### src/rtl/swr_pkg.sv
`default_nettype none

package swr_pkg;

    localparam int MAX_WORD_BITS = 32;
    localparam int BITS_W        = $clog2(MAX_WORD_BITS + 1);
    localparam int WORD_W        = 32;
    localparam int WORD_IDX_W    = $clog2(WORD_W);
    localparam int WORD_BITS_W   = 6;
    localparam int REPEAT_W      = 8;
    localparam int NS_W          = 30;
    localparam int TIMER_W       = 32;
    localparam int CFG_INDEX_W   = 2;

    localparam logic [CFG_INDEX_W-1:0] CFG_WORD_BITS    = 2'd0;
    localparam logic [CFG_INDEX_W-1:0] CFG_REPEAT_COUNT = 2'd1;
    localparam logic [CFG_INDEX_W-1:0] CFG_HALF_PERIOD  = 2'd2;
    localparam logic [CFG_INDEX_W-1:0] CFG_PAUSE        = 2'd3;

    localparam logic [WORD_BITS_W-1:0] WORD_BITS_RESET    = 6'd16;
    localparam logic [REPEAT_W-1:0]    REPEAT_COUNT_RESET = 8'd3;
    localparam logic [NS_W-1:0]        HALF_PERIOD_RESET  = 30'd31250;
    localparam logic [NS_W-1:0]        PAUSE_RESET        = 30'd800000;

    typedef enum logic [2:0] {
        PH_IDLE,
        PH_SETUP,
        PH_HIGH,
        PH_HOLD,
        PH_PAUSE
    } phase_t;

    typedef struct packed {
        logic [NS_W-1:0]   elapsed_ns;
        logic [WORD_W-1:0] word_in;
        logic              enable_in;
    } tick_t;

    typedef struct packed {
        logic chip_select_n;
        logic serial_clock;
        logic serial_data;
    } pins_t;

endpackage

`default_nettype wire

### src/rtl/swr_if.sv
`default_nettype none

interface swr_tick_if import swr_pkg::*; ();
    logic  valid;
    logic  ready;
    tick_t data;

    modport source (output valid, output data, input ready);
    modport sink (input valid, input data, output ready);
endinterface

interface swr_pins_if import swr_pkg::*; ();
    logic  valid;
    logic  ready;
    pins_t data;

    modport source (output valid, output data, input ready);
    modport sink (input valid, input data, output ready);
endinterface

`default_nettype wire

### src/rtl/spi_word_repeater_tx.sv
// channel  dir  payload                                     accepted when
// tick     in   elapsed_ns, word_in, enable_in              tick.valid && tick.ready
// pins     out  chip_select_n, serial_clock, serial_data    pins.valid && pins.ready
// cfg      in   cfg_index, cfg_data                         cfg_we
//
// one tick per cycle while the pins output is not stalled; each tick gives one pins item on the next cycle
// the single output register sets the rate: a tick is taken whenever it is
// empty or being drained in the same cycle
// rst_n clears the sequencer and loads the register defaults
// a stalled pins item holds its value and blocks further ticks
`default_nettype none

module spi_word_repeater_tx import swr_pkg::*; (
    input  wire logic                   clk,
    input  wire logic                   rst_n,
    swr_tick_if.sink                    tick,
    swr_pins_if.source                  pins,
    input  wire logic                   cfg_we,
    input  wire logic [CFG_INDEX_W-1:0] cfg_index,
    input  wire logic [NS_W-1:0]        cfg_data
);

    logic [WORD_BITS_W-1:0] word_bits_reg;
    logic [REPEAT_W-1:0]    repeat_count_reg;
    logic [NS_W-1:0]        half_period_reg;
    logic [NS_W-1:0]        pause_reg;

    phase_t              phase_reg, phase_next;
    logic [TIMER_W-1:0]  timer_reg, timer_next;
    logic [WORD_W-1:0]   held_word_reg, held_word_next;
    logic [BITS_W-1:0]   bits_left_reg, bits_left_next;
    logic [REPEAT_W-1:0] sends_left_reg, sends_left_next;
    logic                prev_enable_reg, prev_enable_next;
    logic                cs_reg, cs_next;
    logic                sclk_reg, sclk_next;
    logic                sdata_reg, sdata_next;
    logic                out_valid_reg;

    logic                tick_accept;
    logic [TIMER_W:0]    timer_sum;
    logic [TIMER_W-1:0]  timer_sat;
    logic                half_done;
    logic                pause_done;
    logic [BITS_W-1:0]   eff_bits;
    logic [REPEAT_W-1:0] sends_pick;

    function automatic logic word_bit(input logic [WORD_W-1:0] w,
                                      input logic [BITS_W-1:0] idx);
        logic b;
        b = 1'b0;
        if (int'(idx) < WORD_W)
        begin
            b = w[idx[WORD_IDX_W-1:0]];
        end
        return b;
    endfunction

    assign tick.ready  = !out_valid_reg || pins.ready;
    assign tick_accept = tick.valid && tick.ready;

    assign pins.valid              = out_valid_reg;
    assign pins.data.chip_select_n = cs_reg;
    assign pins.data.serial_clock  = sclk_reg;
    assign pins.data.serial_data   = sdata_reg;

    always_comb
    begin
        if (word_bits_reg == '0)
        begin
            eff_bits = BITS_W'(1);
        end
        else if (int'(word_bits_reg) > MAX_WORD_BITS)
        begin
            eff_bits = BITS_W'(MAX_WORD_BITS);
        end
        else
        begin
            eff_bits = BITS_W'(word_bits_reg);
        end
    end

    always_comb
    begin
        // saturating timer
        timer_sum  = {1'b0, timer_reg} + (TIMER_W + 1)'(tick.data.elapsed_ns);
        timer_sat  = timer_sum[TIMER_W] ? '1 : timer_sum[TIMER_W-1:0];
        half_done  = timer_sat >= TIMER_W'(half_period_reg);
        pause_done = timer_sat >= TIMER_W'(pause_reg);

        phase_next       = phase_reg;
        timer_next       = timer_sat;
        held_word_next   = held_word_reg;
        bits_left_next   = bits_left_reg;
        sends_left_next  = sends_left_reg;
        prev_enable_next = prev_enable_reg;
        cs_next          = cs_reg;
        sclk_next        = sclk_reg;
        sdata_next       = sdata_reg;
        sends_pick       = sends_left_reg;

        unique case (phase_reg)
            PH_IDLE:
            begin
                if (!tick.data.enable_in)
                begin
                    prev_enable_next = 1'b0;
                end
                else
                begin
                    prev_enable_next = 1'b1;
                    if (!prev_enable_reg)
                    begin
                        sends_pick = repeat_count_reg;
                    end
                    if (tick.data.word_in != held_word_reg && sends_pick == '0)
                    begin
                        sends_pick = repeat_count_reg;
                    end
                    sends_left_next = sends_pick;
                    if (sends_pick != '0)
                    begin
                        held_word_next  = tick.data.word_in;
                        sends_left_next = sends_pick - 1'b1;
                        cs_next         = 1'b0;
                        bits_left_next  = eff_bits - 1'b1;
                        sdata_next      = word_bit(tick.data.word_in, eff_bits - 1'b1);
                        sclk_next       = 1'b0;
                        timer_next      = '0;
                        phase_next      = PH_SETUP;
                    end
                end
            end
            PH_SETUP:
            begin
                if (half_done)
                begin
                    sclk_next  = 1'b1;
                    timer_next = '0;
                    phase_next = PH_HIGH;
                end
            end
            PH_HIGH:
            begin
                if (half_done)
                begin
                    sclk_next  = 1'b0;
                    timer_next = '0;
                    if (bits_left_reg != '0)
                    begin
                        bits_left_next = bits_left_reg - 1'b1;
                        sdata_next     = word_bit(held_word_reg, bits_left_reg - 1'b1);
                        phase_next     = PH_SETUP;
                    end
                    else
                    begin
                        sdata_next = 1'b0;
                        phase_next = PH_HOLD;
                    end
                end
            end
            PH_HOLD:
            begin
                if (half_done)
                begin
                    cs_next    = 1'b1;
                    timer_next = '0;
                    phase_next = PH_PAUSE;
                end
            end
            PH_PAUSE:
            begin
                if (pause_done)
                begin
                    timer_next = '0;
                    phase_next = PH_IDLE;
                end
            end
            default:
            begin
                phase_next = PH_IDLE;
            end
        endcase
    end

    always_ff @(posedge clk or negedge rst_n)
    begin
        if (!rst_n)
        begin
            word_bits_reg    <= WORD_BITS_RESET;
            repeat_count_reg <= REPEAT_COUNT_RESET;
            half_period_reg  <= HALF_PERIOD_RESET;
            pause_reg        <= PAUSE_RESET;
        end
        else if (cfg_we)
        begin
            unique case (cfg_index)
                CFG_WORD_BITS:    word_bits_reg    <= cfg_data[WORD_BITS_W-1:0];
                CFG_REPEAT_COUNT: repeat_count_reg <= cfg_data[REPEAT_W-1:0];
                CFG_HALF_PERIOD:  half_period_reg  <= cfg_data;
                CFG_PAUSE:        pause_reg        <= cfg_data;
                default:          ;
            endcase
        end
    end

    always_ff @(posedge clk or negedge rst_n)
    begin
        if (!rst_n)
        begin
            phase_reg       <= PH_IDLE;
            timer_reg       <= '0;
            held_word_reg   <= '0;
            bits_left_reg   <= '0;
            sends_left_reg  <= '0;
            prev_enable_reg <= 1'b0;
            cs_reg          <= 1'b1;
            sclk_reg        <= 1'b0;
            sdata_reg       <= 1'b0;
            out_valid_reg   <= 1'b0;
        end
        else
        begin
            if (tick_accept)
            begin
                phase_reg       <= phase_next;
                timer_reg       <= timer_next;
                held_word_reg   <= held_word_next;
                bits_left_reg   <= bits_left_next;
                sends_left_reg  <= sends_left_next;
                prev_enable_reg <= prev_enable_next;
                cs_reg          <= cs_next;
                sclk_reg        <= sclk_next;
                sdata_reg       <= sdata_next;
                out_valid_reg   <= 1'b1;
            end
            else if (pins.ready)
            begin
                out_valid_reg <= 1'b0;
            end
        end
    end

endmodule

`default_nettype wire

### src/flat_wrapper.sv
// flat-port wrapper written by rule: the top's interface ports become plain ports
module spi_word_repeater_tx_flat import swr_pkg::*;
  (clk, rst_n, cfg_we, cfg_index, cfg_data, tick_valid, tick_data, tick_ready, pins_valid, pins_data, pins_ready);
  swr_tick_if tick_i ();
  swr_pins_if pins_i ();
  input  wire logic clk;
  input  wire logic rst_n;
  input  wire logic cfg_we;
  input  wire logic [CFG_INDEX_W-1:0] cfg_index;
  input  wire logic [NS_W-1:0] cfg_data;
  input wire logic [$bits(tick_i.valid)-1:0] tick_valid;
  input wire logic [$bits(tick_i.data)-1:0] tick_data;
  output wire logic [$bits(tick_i.ready)-1:0] tick_ready;
  output wire logic [$bits(pins_i.valid)-1:0] pins_valid;
  output wire logic [$bits(pins_i.data)-1:0] pins_data;
  input wire logic [$bits(pins_i.ready)-1:0] pins_ready;
  assign tick_i.valid = tick_valid;
  assign tick_i.data = tick_data;
  assign tick_ready = tick_i.ready;
  assign pins_valid = pins_i.valid;
  assign pins_data = pins_i.data;
  assign pins_i.ready = pins_ready;
  spi_word_repeater_tx u_core (.clk(clk), .rst_n(rst_n), .tick(tick_i), .pins(pins_i), .cfg_we(cfg_we), .cfg_index(cfg_index), .cfg_data(cfg_data));
endmodule
### config.mk
export PLATFORM = sky130hd
export DESIGN_NAME = spi_word_repeater_tx_flat
export DESIGN_NICKNAME = d
export VERILOG_FILES = /design/src/rtl/swr_pkg.sv /design/src/rtl/swr_if.sv /design/src/rtl/spi_word_repeater_tx.sv /design/src/flat_wrapper.sv
export SDC_FILE = /design/constraint.sdc
export NUM_CORES = 1
export LEC_CHECK = 0
export ABC_AREA = 1
export BUFFER_PORTS_ARGS = -buffer_cell sky130_fd_sc_hd__buf_2
export CAP_MARGIN = 20
export CORE_UTILIZATION = 25
export CTS_BUF_LIST = sky130_fd_sc_hd__clkbuf_4 sky130_fd_sc_hd__clkbuf_8
export DETAILED_ROUTE_END_ITERATION = 8
export MAX_ROUTING_LAYER = met4
export PLACE_DENSITY = 0.37
export SLEW_MARGIN = 10
export SYNTH_ARGS = -nofsm -noshare
export SYNTH_HDL_FRONTEND = slang
export SYNTH_SLANG_ARGS = --single-unit
export TNS_END_PERCENT = 10
### constraint.sdc
create_clock -name clk -period 11.4 [get_ports clk]
set_input_delay 2.28 -clock clk [delete_from_list [all_inputs] [get_ports clk]]
set_output_delay 2.28 -clock clk [all_outputs]
set_load 0.05 [all_outputs]
* Word-level counts from Yosys, hierarchy flattened
Index checks and enable logic that the tools add are counted.
** Operators by class
- Add/sub/neg operators :: 4
- Magnitude comparators :: 7
- Equal/unequal tests :: 15
- Mux-type cells :: 48
- Reductions and logical operators :: 27
** Operators by type and width (count)
- two-way mux 32 bit :: 5
- case mux 32 bit (3 select lines) :: 1
- >= comparator 32 x 30 -> 1 bit :: 2
- two-way mux 8 bit :: 7
- two-way mux 6 bit :: 6
- adder 32 x 30 -> 33 bit :: 1
- inequality test 32 bit :: 1
- two-way mux 3 bit :: 6
- two-way mux 1 bit :: 15
- case mux 3 bit (5 select lines) :: 1
- < comparator 5 x 6 -> 1 bit (second input constant) :: 2
- < comparator 6 bit (second input constant) :: 2
- inequality test 2 x 1 -> 1 bit (second input constant) :: 6
- case mux 6 bit (2 select lines) :: 1
- AND reduction 6 bit :: 2
- subtractor 6 x 1 -> 6 bit (second input constant) :: 2
- binary-select mux 1 bit (select 5 bit) :: 2
- AND reduction 2 bit :: 5
- AND reduction 5 bit :: 2
- logical NOT 8 bit :: 1
- nonzero test 8 bit :: 1
- subtractor 8 x 1 -> 8 bit (second input constant) :: 1
- AND reduction 7 bit :: 1
- equality test 3 x 2 -> 1 bit (second input constant) :: 2
- other kinds (21) :: 26
** Storage, ports and cells
- Flip-flop bits (word level) :: 160
- Input bits :: 100
- Word-level logic and storage cells :: 115

* Logic depth before layout (Yosys ltp)
Gate-level depths: netlist of the first run.
- Depth in word-level cells :: 12
- Depth in mapped cells :: 36
- Gate-level depth less buffers :: 34

* Least setup slack after synthesis of the first run
No wires, ideal clock.
- Path type :: input port to flip-flop
- Start :: in tick_data[33]
- End :: reg u_core.timer_reg[18]
- Data arrival time :: 5.576 ns
- Path slack :: 5.708 ns
- Stages :: 30
- Path buffers :: 2
- Cell sequence :: ha_1 fa_1 nand3_1 nand2_1 nand2_1 nand2_1 nand2_1 nand2_2 a21oi_4 inv_1 clkbuf_1 nor2_1 inv_1 ha_1 nand2_1 o21ai_0 nand3_1 a21oi_1 nor3_1 nand2_1 nand2_1 nand2_1 nand2_1 nand2_1 nand2_1 nand2_1 nand3_2 buf_6 nand2_1 nand2_1
** Between the ends
- Word-level cells in the longest chain between the ends :: 5
- Elaborated cells on any way between the ends :: 9
- Classes of those cells :: add/sub: 1; order compare: 2; mux: 6
** Ends and longest elaborated chain
- start, declared :: RTL line flat_wrapper.sv:12 : input wire logic [$bits(tick_i.data)-1:0] tick_data;
- adder 32 x 30 -> 33 bit * :: RTL line spi_word_repeater_tx.sv:85 : timer_sum = {1'b0, timer_reg} + (TIMER_W + 1)'(tick.data.elapsed_ns);
- two-way mux 32 bit * :: RTL line spi_word_repeater_tx.sv:86 : timer_sat = timer_sum[TIMER_W] ? '1 : timer_sum[TIMER_W-1:0];
- >= comparator 32 x 30 -> 1 bit, or another cell as far along :: RTL line spi_word_repeater_tx.sv:88 : pause_done = timer_sat >= TIMER_W'(pause_reg);
- two-way mux 32 bit, on equally long branches
- case mux 32 bit (3 select lines) * :: RTL line spi_word_repeater_tx.sv:101 : unique case (phase_reg)
- end signal, assigned :: RTL line spi_word_repeater_tx.sv:226 : timer_reg <= timer_next;
- end, declared :: RTL line spi_word_repeater_tx.sv:29 : logic [TIMER_W-1:0] timer_reg, timer_next;
Every way passes the cells marked *; elsewhere a longest branch is shown, timed or not.
A chain may end at the register's enable or synchronous reset.

* Worst setup path in the final report of the first run
- Start :: in tick_data[33]
- End :: reg u_core.timer_reg[1]
Same word-level chain as after synthesis.

==> results by group, run 1 <==
Status
  • Status: completed

Place
  • GPL Wtd Cong: roughly 0.82
  • I/O Buffers: ~100
  • Hpwl dp: 26,700 um
  • Dpl ws: around 3.6 ns

Synth
  • Sequential area share after synthesis: roughly a third
  • Yosys warns: 0
  • Dominant synthesized flop cell: dfrtp_1
  • Synth Cell Area: 11,600 um^2
  • Avg Cell Area, Syn: between 6 and 7 um^2
  • EDFF count, synth: 0
  • #FFs+latches synth: 160
  • FFs w/ async S/R, synth: 100%
  • Synth cell types: 52
  • Syn Inst Count: approximately 1,700
  • Synth Net Count: 1,868

Setup path
  • Worst setup startpoint: tick_data[33]
  • Worst setup path end: u_core.timer_reg[1]
  • Startpoint types: input port
  • CP peak stage delay: around 0.65 ns
  • CP max stage cell: nand3_2
  • R2r worst-path depth: 33
  • CP dominant cell by count: nand2_1
  • Crit path DAT: 7.50 ns
  • Critical R2R Launch: u_core.timer_reg[0]
  • Setup CP Type: input port to register
  • Reg2Reg Setup Slack: between 5 and 6 ns
  • Worst R2R End: u_core.timer_reg[1]
  • Crit path required time: approximately 12 ns
  • Crit. End Element: register
  • Worst-path fanout max: 32

Timing
  • RSZ-0062 raised after global routing: no
  • Final Max Slew Viols: 0
  • Max Clock Skew: about 0.018 ns
  • Final setup violation count: 0
  • Setup TNS: 0 ns
  • Final min period: ~7.1 ns
  • Final worst slack: ~4.3 ns
  • Worst-Margin Slew: around 0.95 ns
  • Hold Fails Final Rpt: 0
  • Final period utilization: around 62%
  • FMAX: about 140 MHz
  • Slew Limit Headroom: a little over a third

Floorplanning
  • Die Ht: ~220 um
  • Die width: roughly 220 um
  • Starting density of the core: approximately 25%
  • DIE AREA: 47,400 um^2
  • # rows: 78
  • Core area: around 46,000 um^2
  • Io pins: approximately 110

Clock tree
  • Skew-Pair Late Insertion Delay: roughly 0.56 ns
  • H-tree Lvls: 4
  • Total CTS buffers: 17
  • # Post-CTS Setup Buffers: 0
  • # clock sinks: 160
  • Worst-path clk slew: 0.10 ns
  • CTS tree: yes
  • Hold buffer count at cts: 0
  • CTS Root Cell: clkbuf_8
  • # resized after CTS: 0
  • CTS Buffer Depth: 2

GRT
  • Grt ovf: 0
  • Largest net degree at the start of global routing: about 70
  • Gr usage total: between 15 and 20%
  • Initial antenna violation count: 1
  • Vias in the first global route: 10,600
  • First-pass GRT wire length: approximately 57,000 um

Routing
  • Vias: 10,400
  • 1st-iter DRT viols: approximately 540
  • Routed Wire Length: between 30,000 and 40,000 um
  • Wire per inst: about 15 um
  • DR pass1 iterations: 5
  • Routed Antenna Nets: 0
  • Drc violations: 0
  • Avg Vias per Cell: about 4.4

Job
  • Number of max-cap violations: 0

Power
  • Static leakage power: 0.00709 uW
  • Power Dens Cells: between 200 and 250 nW/um^2
  • Peak VDD IR: 87.4 uV

Layout
  • Most common cell after layout, fill and taps aside: nand2_1
  • Fillers: a little over 5,000
  • P&R area growth vs syn: 12.7%
  • Fin nets: just under 2,000
  • Most frequent cells in the layout: nand2_1, inv_1, dfrtp_1
  • Share of cells above drive strength 1: between 10% and 20%
  • Finished Core Util: between 20% and 30%

Worst hold path
  • Hold Path Origin: u_core.sdata_reg
  • Hold Crit Class: register to register
## through the flow
step | cell area, um^2 | total power (uW) | hold slack, ns | instances
finish | 13100 | 3070 | 0.480 | 2373
floorplan | 11600 | 2190 | 0.442 | 1674
global placement | 12700 | 2660 | 0.459 | 2340
detailed placement | 12700 | 2660 | 0.461 | 2340
global route | 13100 | 3430 | 0.493 | 2373
CTS | 13100 | 3140 | 0.486 | 2372
## logic make-up (layout without fill, tap and decap cells)
kind of cell | Yosys count | count (layout) | share of synthesized area (%)
compound gates | 296 | 296 | 14.1
xor+xnor | 48 | 48 | 3.61
fa+ha+maj | 94 | 94 | 10.2
buf+inv | 295 | 393 | 10.2
flops | 160 | 160 | 34.6
other cells | 0 | 1 | 0
simple gates | 781 | 781 | 27.3
## cells in the mapped netlist, types with 2 or more instances
library cell | instances | area, um^2
dfrtp_1 | 143 | 3580
nand3_2 | 2 | 20.0
nor3_1 | 18 | 90.1
clkbuf_1 | 30 | 113
xor2_1 | 19 | 166
nor2_4 | 3 | 33.8
nand3b_1 | 2 | 15.0
nor4_1 | 2 | 12.5
o21a_1 | 3 | 22.5
nand2_2 | 5 | 31.3
a211oi_1 | 4 | 30.0
a21boi_0 | 2 | 15.0
ha_1 | 93 | 1160
inv_1 | 241 | 905
buf_4 | 6 | 45.0
dfstp_2 | 17 | 447
a21o_1 | 6 | 45.0
buf_6 | 7 | 78.8
nand3_1 | 66 | 330
clkinv_1 | 2 | 7.51
o21ai_2 | 12 | 105
nor2_1 | 110 | 413
o211ai_1 | 4 | 30.0
o21ai_0 | 136 | 681
a31oi_1 | 4 | 25.0
a221oi_1 | 2 | 17.5
or2_2 | 7 | 43.8
o21bai_1 | 7 | 52.6
and2_1 | 2 | 12.5
inv_2 | 5 | 18.8
xnor2_1 | 29 | 254
o21ai_1 | 13 | 65.1
nand4_1 | 7 | 43.8
a21oi_1 | 93 | 465
inv_4 | 3 | 18.8
a22oi_1 | 3 | 22.5
nand2_1 | 551 | 2070
## how the worst min path moves through the flow
stage	endpoint	slack, ns	depth (start not counted)
finish	u_core.sdata_reg	0.48	2
global route	u_core.sdata_reg	0.49	2
CTS	u_core.sdata_reg	0.49	2
detailed placement	u_core.sdata_reg	0.46	2
global placement	u_core.sdata_reg	0.46	2
floorplan	u_core.sclk_reg	0.44	2
## routing by layer
| layer | share of wire (%) | GRT usage [%] | vias to the layer above |
|---|---|---|---|
| met2 | 47 | 26.4 | 142 |
| met5 | 0 | - | - |
| met1 | 48 | 20.0 | 4703 |
| met3 | 3.0 | 2.89 | 40 |
| met4 | 2.2 | 5.99 | 0 |
| li1 | - | - | 5474 |
## cell type report
cell class | instances | area (um^2) | area share [%]
Clock buffer | 17 | 234 | 1.78
Inverter | 251 | 950 | 7.24
Clock inverter | 15 | 149 | 1.13
Antenna cell | 1 | 2.50 | 0.0191
Tap cell | 600 | 751 | 5.72
Timing Repair Buffer | 110 | 572 | 4.36
Multi-Input combinational cell | 1219 | 6440 | 49.1
Sequential cell | 160 | 4030 | 30.7
## critical path: cells and delay by family
| family | cells | cell delay (ns) |
|---|---|---|
| AOI/OAI and AO/OA | 1 | 0.30 |
| adders and majority gates | 3 | 0.94 |
| buffers and inverters | 2 | 0.60 |
| and+or+nand+nor | 28 | 3.36 |
## report_power, final
group,switching [uW],total [uW],internal (uW)
sequential,133,872,739
clock,271,449,178
combinational,1130,1750,621
total,1530,3070,1540
No activity file was read; power rests on OpenSTA's default activity.
==> inputs of run 2 (changes only) <==
Clock period 11.4 ns to 7.1 ns, I/O delays scaled along.
==> run 2 against run 1 <==
Via count hardly changed; worst setup slack worse by 3.2 ns; critical path depth stayed put; hold slack worse by 0.0031 ns; sequential power is 61% higher; non-clock buffer count is 1 higher; register-to-register slack worse by 4.0 ns; critical path type unchanged; clock skew is 0.0075 ns higher; critical endpoint is now u_core.timer_reg[11].
==> results by group, run 2 (synthesis results as in run 1) <==
Status
  • Status: completed

Setup path
  • Crit path DAT: ~6.3 ns
  • Crit. End Element: register
  • Setup CP Type: input port to register
  • Worst setup startpoint: tick_data[33]
  • CP max stage cell: nand3_2
  • Startpoint types: input port
  • Worst-path fanout max: 32
  • CP peak stage delay: 0.63 ns
  • Crit path required time: 7.48 ns
  • CP dominant cell by count: nand2_1
  • Critical R2R Launch: u_core.timer_reg[0]

Layout
  • Fin nets: just under 2,000
  • Share of cells above drive strength 1: 11.7%
  • Storage element area: 4030 um^2
  • Multi-input gate area: approximately 6400 um^2
  • P&R area growth vs syn: 12.9%
  • Fillers: between 5,000 and 6,000
  • Most frequent cells in the layout: nand2_1, inv_1, dfrtp_1
  • Most common cell after layout, fill and taps aside: nand2_1

Timing
  • FMAX: between 150 and 200 MHz
  • Hold Fails Final Rpt: 0
  • Final period utilization: between 80 and 90%
  • Final setup violation count: 0
  • Final Max Slew Viols: 0
  • Final min period: 5.96 ns
  • Setup TNS: 0 ns
  • Slew Limit Headroom: about two fifths
  • RSZ-0062 raised after global routing: no
  • Hold Slack: about 0.48 ns
  • Worst-Margin Slew: 0.876 ns
  • Max Clock Skew: approximately 0.026 ns

GRT
  • Initial antenna violation count: 1
  • Grt ovf: 0
  • Gr usage total: about 16%
  • Largest net degree at the start of global routing: 63
  • Vias in the first global route: between 10,000 and 15,000
  • First-pass GRT wire length: about 56,000 um

Worst hold path
  • Hold Crit Class: register to register
  • Hold Path Origin: u_core.cs_reg

Routing
  • Routed Antenna Nets: 0
  • Vias: between 10,000 and 15,000
  • 1st-iter DRT viols: between 500 and 600
  • Wire per inst: 14.8 um
  • Routed Wire Length: about 35,000 um
  • Avg Vias per Cell: around 4.4
  • Drc violations: 0
  • DR pass1 iterations: 5

Floorplanning
  • Starting density of the core: roughly a quarter
  • # rows: slightly below 80
  • DIE AREA: roughly 47,000 um^2
  • Io pins: around 110
  • Die width: 218 um
  • Core area: 45,700 um^2
  • Die Ht: about 220 um

Clock tree
  • Hold buffer count at cts: 0
  • H-tree Lvls: 4
  • # clock sinks: between 150 and 200
  • Total CTS buffers: 17
  • CTS tree: yes
  • CTS Buffer Depth: 2
  • # Post-CTS Setup Buffers: 0
  • Worst-path clk slew: roughly 0.10 ns
  • CTS Root Cell: clkbuf_8
  • # resized after CTS: 0
  • Skew-Pair Late Insertion Delay: about 0.51 ns

Power
  • PnR Total Power: approximately 4900 uW
  • Power Dens Cells: about 370 nW/um^2
  • Peak VDD IR: approximately 130 uV
  • Static leakage power: 0.00710 uW

Place
  • GPL Wtd Cong: between 0.8 and 0.9
  • I/O Buffers: 104
  • Hpwl dp: 26,900 um

Job
  • Number of max-cap violations: 0
run 2: cell count changes in the layout (fill, tap and decap cells not counted), sizes merged:
| cell | delta |
|---|---|
| bufinv | +1 |
| clkinv | -1 |
| clkbuf | +1 |
| buf | +1 |
| clkinvlp | +2 |
| inv | -3 |
run 2: per-layer routing:
metal	vias to the layer above	wire length [um]	GRT usage, %
met2	123	17000	26.7
met5	-	0	-
met4	0	446	4.31
li1	5471	-	-
met3	19	969	2.68
met1	4751	16600	19.5
run 2: worst max-delay path, delay by kind of cell:
kind            cells  cell delay, ns
buf+inv             2            0.47
compound gates      1            0.29
fa+ha+maj           3            0.93
simple gates       28            3.19
run 2: final timing paths:
kind / slack (ns) / depth (start not counted) / end
min in group asynchronous: 0.90 / 1 / u_core.half_period_reg[29]
max in group asynchronous: 4.97 / 2 / u_core.half_period_reg[22]
setup / recovery: 1.14 / 34 / u_core.timer_reg[11]
hold reg to reg: 0.48 / 2 / u_core.cs_reg
hold / removal: 0.48 / 2 / u_core.cs_reg
setup reg to reg: 1.78 / 33 / u_core.timer_reg[11]
run 2: final cells by class:
cell class	count	area share, %
Clock inverter	14	1.18
Clock buffer	18	1.88
Sequential cell	160	30.6
Inverter	251	7.22
Multi-Input combinational cell	1219	49.0
Timing Repair Buffer	111	4.41
Tap cell	600	5.71
Antenna cell	1	0.0190
run 2: report_power, final:
group / leakage (uW) / total [uW] / switching, uW / internal (uW)
Sequential: 0.00199 / 1400 / 214 / 1190
Combinational: 0.00492 / 2790 / 1800 / 995
Clock: 0.000194 / 734 / 407 / 326
Total: 0.00710 / 4930 / 2420 / 2510
run 2: through the flow:
stage | instance area (um^2) | setup slack [ns] | std cells | util (%)
3_3_place_gp | 12700 | 0.552 | 2341 | 27.9
4_1_cts | 13100 | 1.02 | 2373 | 28.8
2_1_floorplan | 11600 | 2.27 | 1674 | -
3_5_place_dp | 12700 | 0.410 | 2341 | 27.9
6_report | 13100 | 1.14 | 2374 | 28.8
5_1_grt | 13100 | 0.545 | 2374 | 28.8
